===== config.mk =====
export PLATFORM = sky130hd
export DESIGN_NAME = keyed_block_transposition
export DESIGN_NICKNAME = d
export VERILOG_FILES = /design/src/hw/rtl/kbt_pkg.sv /design/src/hw/rtl/kbt_front.sv /design/src/hw/rtl/kbt_queue.sv /design/src/hw/rtl/kbt_back.sv /design/src/hw/rtl/keyed_block_transposition.sv
export SDC_FILE = /design/constraint.sdc
export NUM_CORES = 1
export LEC_CHECK = 0
export ABC_AREA = 1
export BUFFER_PORTS_ARGS = -buffer_cell sky130_fd_sc_hd__buf_4
export CORE_AREA = 2 2 135 137
export CTS_BUF_LIST = sky130_fd_sc_hd__clkbuf_8
export DETAILED_ROUTE_END_ITERATION = 7
export DIE_AREA = 0 0 137 139
export GPL_ROUTABILITY_DRIVEN = 0
export PLACE_DENSITY_LB_ADDON = 0.15
export SYNTH_ARGS = -nofsm -noshare
export SYNTH_HDL_FRONTEND = slang
export SYNTH_HIERARCHICAL = 1
export SYNTH_SLANG_ARGS = --single-unit

===== constraint.sdc =====
create_clock -name clk -period 4.37 [get_ports clk]
set_clock_uncertainty 0.05 [all_clocks]
set_input_delay 0.6555 -clock clk [delete_from_list [all_inputs] [get_ports clk]]
set_output_delay 0.6555 -clock clk [all_outputs]
set_load 0.01 [all_outputs]

===== src/hw/rtl/kbt_pkg.sv =====
`timescale 1ns / 1ps
// Shared types and constants for the keyed block transposition block.
// Used by every module under hw/rtl; depends on nothing.
package kbt_pkg;

  localparam int MAX_BLOCK_DEF = 8;

  localparam logic [3:0]  LEN_RESET = 4'd8;
  localparam logic [23:0] KEY_RESET = 24'hFAC688;
  localparam logic [7:0]  PAD_FIRST = 8'h7A;

  typedef enum logic [1:0] {
    REG_BLOCK_LENGTH = 2'd0,
    REG_KEY_MAP      = 2'd1,
    REG_DECRYPT_MODE = 2'd2
  } reg_index_t;

  // One block of work handed from the front to the back.
  typedef struct packed {
    logic       bank;      // store bank holding the data bytes
    logic [3:0] count;     // data bytes present; positions above are padding
    logic [3:0] len;       // block length in force at completion
    logic       last;      // message ends with this job
    logic       pad_next;  // a whole padding block follows the data block
    logic       dec;       // decrypt permutation
  } job_t;

  // Back tells the front that a bank has been read out.
  typedef struct packed {
    logic valid;
    logic bank;
  } release_t;

endpackage


===== src/hw/rtl/kbt_front.sv =====
`timescale 1ns / 1ps
// Input side: collects bytes into two store banks and issues block jobs.
// Depends on kbt_pkg.
module kbt_front #(
  parameter int MAX_BLOCK = kbt_pkg::MAX_BLOCK_DEF
) (
  input  logic                          clk,
  input  logic                          rst,
  input  logic                          push,
  input  logic [7:0]                    in_byte,
  input  logic                          in_last,
  output logic                          full,
  input  logic [3:0]                    block_length,
  input  logic                          decrypt_mode,
  output logic                          job_valid,
  output kbt_pkg::job_t                 job,
  input  kbt_pkg::release_t             rel,
  input  logic                          rd_bank,
  input  logic [$clog2((MAX_BLOCK < 8) ? MAX_BLOCK : 8)-1:0] rd_idx,
  output logic [7:0]                    rd_data
);

  localparam int CAP = (MAX_BLOCK < 8) ? MAX_BLOCK : 8;
  localparam int IW  = $clog2(CAP);
  localparam logic [3:0] CAP_LEN = 4'(CAP);

  logic [7:0] store [2][CAP];
  logic [2:0] fill;
  logic       wr_bank;
  logic [1:0] busy;
  logic [1:0] busy_next;

  logic [3:0] len_eff;
  logic [3:0] count;
  logic       complete;
  logic       accept;

  always_comb begin
    if (block_length == 4'd0) begin
      len_eff = 4'd1;
    end else if (block_length > CAP_LEN) begin
      len_eff = CAP_LEN;
    end else begin
      len_eff = block_length;
    end
  end

  assign full     = busy[wr_bank];
  assign accept   = push && !full;
  assign count    = {1'b0, fill} + 4'd1;
  assign complete = (count >= len_eff);

  // A decrypt tail that never fills a block issues nothing.
  assign job_valid    = accept && (complete || (in_last && !decrypt_mode));
  assign job.bank     = wr_bank;
  assign job.count    = complete ? len_eff : count;
  assign job.len      = len_eff;
  assign job.last     = in_last;
  assign job.pad_next = complete && in_last && !decrypt_mode;
  assign job.dec      = decrypt_mode;

  assign rd_data = store[rd_bank][rd_idx];

  always_comb begin
    busy_next = busy;
    if (rel.valid) begin
      busy_next[rel.bank] = 1'b0;
    end
    if (job_valid) begin
      busy_next[wr_bank] = 1'b1;
    end
  end

  always_ff @(posedge clk) begin
    if (rst) begin
      fill    <= 3'd0;
      wr_bank <= 1'b0;
      busy    <= 2'b00;
    end else begin
      busy <= busy_next;
      if (job_valid) begin
        wr_bank <= !wr_bank;
      end
      if (accept) begin
        if (complete || in_last) begin
          fill <= 3'd0;
        end else begin
          fill <= count[2:0];
        end
      end
    end
  end

  always_ff @(posedge clk) begin
    if (accept) begin
      store[wr_bank][fill[IW-1:0]] <= in_byte;
    end
  end

`ifndef ASSERT_OFF
  a_bank_swap: assert property (@(posedge clk) disable iff (rst)
    job_valid |=> wr_bank != $past(wr_bank))
    else $error("bank not swapped after job issue");

  a_release_busy: assert property (@(posedge clk) disable iff (rst)
    rel.valid |-> busy[rel.bank])
    else $error("release of a bank that is not busy");
`endif

endmodule


===== src/hw/rtl/kbt_queue.sv =====
`timescale 1ns / 1ps
// Two-entry job queue between the front and the back.
// Depends on kbt_pkg.
module kbt_queue (
  input  logic          clk,
  input  logic          rst,
  input  logic          push,
  input  kbt_pkg::job_t push_data,
  output logic          full,
  input  logic          pop,
  output kbt_pkg::job_t pop_data,
  output logic          empty
);

  kbt_pkg::job_t entry [2];
  logic          rd_ptr;
  logic          wr_ptr;
  logic [1:0]    used;

  assign full     = (used == 2'd2);
  assign empty    = (used == 2'd0);
  assign pop_data = entry[rd_ptr];

  always_ff @(posedge clk) begin
    if (rst) begin
      rd_ptr <= 1'b0;
      wr_ptr <= 1'b0;
      used   <= 2'd0;
    end else begin
      if (push) begin
        wr_ptr <= !wr_ptr;
      end
      if (pop) begin
        rd_ptr <= !rd_ptr;
      end
      if (push && !pop) begin
        used <= used + 2'd1;
      end else if (pop && !push) begin
        used <= used - 2'd1;
      end
    end
  end

  always_ff @(posedge clk) begin
    if (push) begin
      entry[wr_ptr] <= push_data;
    end
  end

`ifndef ASSERT_OFF
  a_no_overflow: assert property (@(posedge clk) disable iff (rst)
    !(push && full))
    else $error("job queue overflow");

  a_no_underflow: assert property (@(posedge clk) disable iff (rst)
    !(pop && empty))
    else $error("job queue underflow");
`endif

endmodule


===== src/hw/rtl/kbt_back.sv =====
`timescale 1ns / 1ps
// Output side: reads a bank through the key map, one byte per cycle while the
// output is not stalled, and inserts padding. Depends on kbt_pkg.
module kbt_back #(
  parameter int MAX_BLOCK = kbt_pkg::MAX_BLOCK_DEF
) (
  input  logic                          clk,
  input  logic                          rst,
  input  logic                          q_empty,
  input  kbt_pkg::job_t                 q_data,
  output logic                          q_pop,
  input  logic [23:0]                   key_map,
  output logic                          rd_bank,
  output logic [$clog2((MAX_BLOCK < 8) ? MAX_BLOCK : 8)-1:0] rd_idx,
  input  logic [7:0]                    rd_data,
  output kbt_pkg::release_t             rel,
  output logic                          empty,
  input  logic                          pop,
  output logic [7:0]                    out_byte,
  output logic                          out_last
);

  localparam int CAP = (MAX_BLOCK < 8) ? MAX_BLOCK : 8;
  localparam int IW  = $clog2(CAP);

  typedef enum logic {IDLE, RUN} state_t;

  state_t        state;
  kbt_pkg::job_t job;
  logic [2:0]    pos;
  logic          pad_phase;
  logic          out_valid;

  logic [2:0] key_e [8];
  logic [2:0] src_i;
  logic       hit;
  logic [3:0] cnt_eff;
  logic       use_store;
  logic [7:0] pad_byte;
  logic [7:0] value;
  logic       at_end;
  logic       final_phase;
  logic       advance;
  logic       job_done;

  always_comb begin
    for (int y = 0; y < 8; y++) begin
      key_e[y] = key_map[3*y +: 3];
    end
  end

  // Source position for this output position: direct key lookup on decrypt,
  // last matching key entry on encrypt.
  always_comb begin
    src_i = 3'd0;
    hit   = 1'b0;
    if (job.dec) begin
      src_i = key_e[pos];
      hit   = ({1'b0, key_e[pos]} < job.len);
    end else begin
      for (int y = 0; y < 8; y++) begin
        if ((4'(y) < job.len) && (key_e[y] == pos)) begin
          src_i = 3'(y);
          hit   = 1'b1;
        end
      end
    end
  end

  assign cnt_eff   = pad_phase ? 4'd0 : job.count;
  assign use_store = ({1'b0, src_i} < cnt_eff);
  assign pad_byte  = kbt_pkg::PAD_FIRST - ({5'd0, src_i} - {4'd0, cnt_eff});
  assign value     = hit ? (use_store ? rd_data : pad_byte) : 8'd0;

  assign rd_bank = job.bank;
  assign rd_idx  = src_i[IW-1:0];

  assign at_end      = ({1'b0, pos} == (job.len - 4'd1));
  assign final_phase = pad_phase || !job.pad_next;
  assign advance     = (state == RUN) && (!out_valid || pop);
  assign job_done    = advance && at_end && final_phase;
  assign q_pop       = !q_empty && ((state == IDLE) || job_done);

  assign rel.valid = job_done;
  assign rel.bank  = job.bank;
  assign empty     = !out_valid;

  always_ff @(posedge clk) begin
    if (rst) begin
      state     <= IDLE;
      pos       <= 3'd0;
      pad_phase <= 1'b0;
      out_valid <= 1'b0;
    end else begin
      if (pop && out_valid) begin
        out_valid <= 1'b0;
      end
      if (advance) begin
        out_valid <= 1'b1;
        out_byte  <= value;
        out_last  <= job.last && final_phase && at_end;
        if (at_end) begin
          pos <= 3'd0;
          if (final_phase) begin
            pad_phase <= 1'b0;
            state     <= IDLE;
          end else begin
            pad_phase <= 1'b1;
          end
        end else begin
          pos <= pos + 3'd1;
        end
      end
      // Load the next job; overrides the drop to idle above.
      if (q_pop) begin
        job       <= q_data;
        state     <= RUN;
        pos       <= 3'd0;
        pad_phase <= 1'b0;
      end
    end
  end

`ifndef ASSERT_OFF
  a_pos_in_block: assert property (@(posedge clk) disable iff (rst)
    (state == RUN) |-> ({1'b0, pos} < job.len))
    else $error("read-out position beyond block length");
`endif

endmodule


===== src/hw/rtl/keyed_block_transposition.sv =====
`timescale 1ns / 1ps
// Keyed block transposition: full blocks are permuted through the key map; on encrypt,
// the message end is padded: a short tail is filled out, else a padding block follows.
// Throughput: at most one byte per cycle while not full; a bank refills only after its
// read-out, and an idle back loads a queued job before its read-out starts.
// Reset: synchronous; clears counters, queue and output, restores register defaults.
module keyed_block_transposition #(
  parameter int MAX_BLOCK = kbt_pkg::MAX_BLOCK_DEF
) (
  input  logic        clk,
  input  logic        rst,
  input  logic        push,
  output logic        full,
  input  logic [7:0]  in_byte,
  input  logic        in_last,
  output logic        empty,
  input  logic        pop,
  output logic [7:0]  out_byte,
  output logic        out_last,
  input  logic        cfg_valid,
  output logic        cfg_ready,
  input  logic [1:0]  cfg_index,
  input  logic [23:0] cfg_data
);

  localparam int CAP = (MAX_BLOCK < 8) ? MAX_BLOCK : 8;
  localparam int IW  = $clog2(CAP);

  logic [3:0]  block_length;
  logic [23:0] key_map;
  logic        decrypt_mode;

  logic              job_valid;
  kbt_pkg::job_t     job_in;
  kbt_pkg::job_t     job_out;
  logic              q_full;
  logic              q_empty;
  logic              q_pop;
  kbt_pkg::release_t rel;
  logic              rd_bank;
  logic [IW-1:0]     rd_idx;
  logic [7:0]        rd_data;

  assign cfg_ready = 1'b1;

  always_ff @(posedge clk) begin
    if (rst) begin
      block_length <= kbt_pkg::LEN_RESET;
      key_map      <= kbt_pkg::KEY_RESET;
      decrypt_mode <= 1'b0;
    end else if (cfg_valid && cfg_ready) begin
      case (kbt_pkg::reg_index_t'(cfg_index))
        kbt_pkg::REG_BLOCK_LENGTH: block_length <= cfg_data[3:0];
        kbt_pkg::REG_KEY_MAP:      key_map      <= cfg_data;
        kbt_pkg::REG_DECRYPT_MODE: decrypt_mode <= cfg_data[0];
        default: begin
        end
      endcase
    end
  end

  kbt_front #(.MAX_BLOCK(MAX_BLOCK)) u_front (
    .clk          (clk),
    .rst          (rst),
    .push         (push),
    .in_byte      (in_byte),
    .in_last      (in_last),
    .full         (full),
    .block_length (block_length),
    .decrypt_mode (decrypt_mode),
    .job_valid    (job_valid),
    .job          (job_in),
    .rel          (rel),
    .rd_bank      (rd_bank),
    .rd_idx       (rd_idx),
    .rd_data      (rd_data)
  );

  kbt_queue u_queue (
    .clk       (clk),
    .rst       (rst),
    .push      (job_valid),
    .push_data (job_in),
    .full      (q_full),
    .pop       (q_pop),
    .pop_data  (job_out),
    .empty     (q_empty)
  );

  kbt_back #(.MAX_BLOCK(MAX_BLOCK)) u_back (
    .clk      (clk),
    .rst      (rst),
    .q_empty  (q_empty),
    .q_data   (job_out),
    .q_pop    (q_pop),
    .key_map  (key_map),
    .rd_bank  (rd_bank),
    .rd_idx   (rd_idx),
    .rd_data  (rd_data),
    .rel      (rel),
    .empty    (empty),
    .pop      (pop),
    .out_byte (out_byte),
    .out_last (out_last)
  );

`ifndef ASSERT_OFF
  a_queue_room: assert property (@(posedge clk) disable iff (rst)
    job_valid |-> !q_full)
    else $error("job issued with no queue room");
`endif

endmodule

==> results.json <==
{
  "drt-vias-per-instance": 5.28,
  "period_minus_slack_ps": 3650,
  "syn-num-nets": 1090,
  "power_density_nw_per_um2": 487,
  "seqPwrFrac": 0.452,
  "arrival_ps": 3860,
  "grt_pass1_wl_mm": 33.9,
  "routed_wl_mm": 20.8,
  "antenna_found_initial": 0,
  "p_leak_nw": 4.87,
  "cts_tree": "done",
  "cp_data_required_time_ps": 4580,
  "fp.dieH_um": 139,
  "use_met1": 0.336,
  "core_area_um2": 17700,
  "grt_start_max_net_pins": 81,
  "setup.worst_path.start_class": "register",
  "worstRegToRegCells": 18,
  "cts.htree.levels": 2,
  "areaGrowthSynthToFinish_pct": 11.0,
  "grt_util_all_layers": 0.227,
  "use_met3": 0.0453,
  "max_freq_mhz": 274,
  "grt_busiest_layer": "met2",
  "wl_per_cell_um": 15.5,
  "hold_violations": 0,
  "synth_area_per_cell_um2": 10.0,
  "critical_path_class": "register to register",
  "whs_ps": 286,
  "final.setup.worst_slack_ps": 717,
  "switching_power_mw": 1.78,
  "rrSetupSlack_ps": 720,
  "fin_crit_sh": 0.836,
  "vias": 7108,
  "root_buffer": "clkbuf_8",
  "ff_latch_area_um2": 6120,
  "drt_first_pass_iters": 5,
  "placed_cell_area_um2": 10800,
  "power_mw": 5.58,
  "overflow": 0,
  "cts.reportedPaths.clkPinSlew_ps": 50,
  "rows": 49,
  "grtUsageMet2": 0.345,
  "io_pins": 52,
  "r2r_start": "u_back/pos[0]$_SDFFE_PP0P_",
  "syn_inst": 1032,
  "cts_resized": 0,
  "maxCapViolCount": 0,
  "ys_warn_count": 6,
  "tightest_slew_ps": 1030,
  "cts_sinks": 219,
  "port_buffers": 50,
  "die_w_um": 137,
  "comb_power_share": 0.262,
  "max_slew_margin": 0.312,
  "dpl.hpwl_mm": 13.9,
  "route.detailed.drc": 0,
  "critPathCapture": "u_back/out_byte[5]$_SDFFCE_PN0P_",
  "grt_pass1_vias": 6635,
  "setup_viol": 0,
  "status": "finished clean",
  "diodes": 0,
  "hp-class": "primary input to register",
  "multi_input_comb_area_um2": 3320,
  "cts_buffer_depth": 3,
  "fillers": 1420,
  "design_area_um2": 11500,
  "rsz0062_at_grt": "no",
  "drive_above_1_share": 0.151,
  "numCtsBuffers": 38,
  "place_ws_ps": 750,
  "swShare": 0.318,
  "r2r_end": "u_back/out_byte[5]$_SDFFCE_PN0P_",
  "clock_power_share": 0.286,
  "cts_setup_buffers": 0,
  "cp_max_fo": 38,
  "fin_nets": 1149,
  "finalSetupTns_ps": 0,
  "netlist_area_um2": 10300,
  "start_util": 0.585,
  "die-area_um2": 19000,
  "first_iter_violations": 579,
  "drv_slew": 0,
  "startpoint": "u_back/pos[0]$_SDFFE_PP0P_",
  "antenna_left": 0,
  "clkLatencyLatePin_ps": 510,
  "irDropWorstVdd_uv": 223,
  "internal_power_mw": 3.81,
  "hold_buffers": 0,
  "cp-end-kind": "register"
}
[placed cells by master (no fill, tap or decap), types with 6 or more instances in the layout]
| master | n |
|---|---|
| xor2_1 | 12 |
| xnor2_1 | 9 |
| o21ai_0 | 52 |
| clkbuf_8 | 39 |
| mux2_4 | 10 |
| nand4_1 | 6 |
| nor3_1 | 14 |
| o211ai_2 | 10 |
| ha_1 | 17 |
| o211ai_1 | 26 |
| dfxtp_1 | 46 |
| nand2_1 | 182 |
| nand2_2 | 6 |
| a21oi_1 | 63 |
| inv_1 | 162 |
| inv_2 | 8 |
| edfxtp_1 | 173 |
| clkinv_1 | 6 |
| nand3_1 | 83 |
| buf_4 | 67 |
| nor2_1 | 82 |
[metrics by stage]
stage | util | cells
floorplan | - | 1032
global placement | 0.613 | 1280
detailed placement | 0.613 | 1280
CTS | 0.649 | 1345
global route | 0.649 | 1345
finish | 0.649 | 1345
[per-layer routing]
layer / part of all wire / vias to the layer above / routed length [µm]
met4: 0.018 / 0 / 383
li1: - / 3575 / -
met3: 0.065 / 34 / 1350
met5: 0 / - / 0
met1: 0.47 / 3313 / 9810
met2: 0.45 / 186 / 9310
[flip-flops by register name (all words and copies together), names as in the netlist, named ones only]
register	flops
u_front/store	128
key_map	24
u_queue/entry	24
u_back/job	11
u_back/out_byte	8
block_length	4
u_back/pos	3
u_front/fill	3
u_front/busy	2
u_queue/used	2
decrypt_mode	1
u_back/out_last	1
u_back/out_valid	1
u_back/pad_phase	1
u_back/rd_bank	1
u_back/state	1
u_front/wr_bank	1
u_queue/rd_ptr	1
u_queue/wr_ptr	1
[worst min-delay path by stage]
stage	endpoint	slack, ps	cells after the start	startpoint
floorplan	u_front/busy[1]$_SDFF_PP0_	390	2	u_front/busy[1]$_SDFF_PP0_
global placement	u_front/busy[1]$_SDFF_PP0_	410	2	u_front/busy[1]$_SDFF_PP0_
detailed placement	u_front/busy[1]$_SDFF_PP0_	430	2	u_front/busy[1]$_SDFF_PP0_
CTS	key_map[20]$_SDFFE_PP1P_	260	3	cfg_data[20]
global route	key_map[10]$_SDFFE_PP1P_	280	3	cfg_data[10]
finish	key_map[20]$_SDFFE_PP1P_	290	3	cfg_data[20]
[critical path, cell delays in order, from the launching register on]
cell	delay, ps
dfxtp_1	860
nand2_1	150
inv_1	90
o21ai_0	90
nor2_1	150
nand2_1	70
nand2_1	50
nand2_1	50
nand2_1	50
nand2_1	90
a21oi_4	690
buf_12	300
a21oi_1	60
o21ai_0	100
nand3_1	100
nand3_1	130
nand2_1	70
o21ai_0	170
a21oi_1	60
[power groups by stage]
stage / registers (mW) / clock network (mW) / logic (mW)
detailed placement: 2.56 / 0 / 1.46
global route: 2.54 / 1.73 / 1.66
floorplan: 2.51 / 0 / 1.15
global placement: 2.56 / 0 / 1.44
CTS: 2.52 / 1.64 / 1.47
finish: 2.52 / 1.60 / 1.46
[final cells by class]
| type | count | area share |
|---|---|---|
| Inverter | 155 | 0.0507 |
| Clock inverter | 26 | 0.00938 |
| Timing Repair Buffer | 68 | 0.0456 |
| Tap cell | 229 | 0.0250 |
| Sequential cell | 219 | 0.533 |
| Multi-Input combinational cell | 609 | 0.289 |
| Clock buffer | 39 | 0.0468 |
No activity file was read; power rests on OpenSTA's default activity.
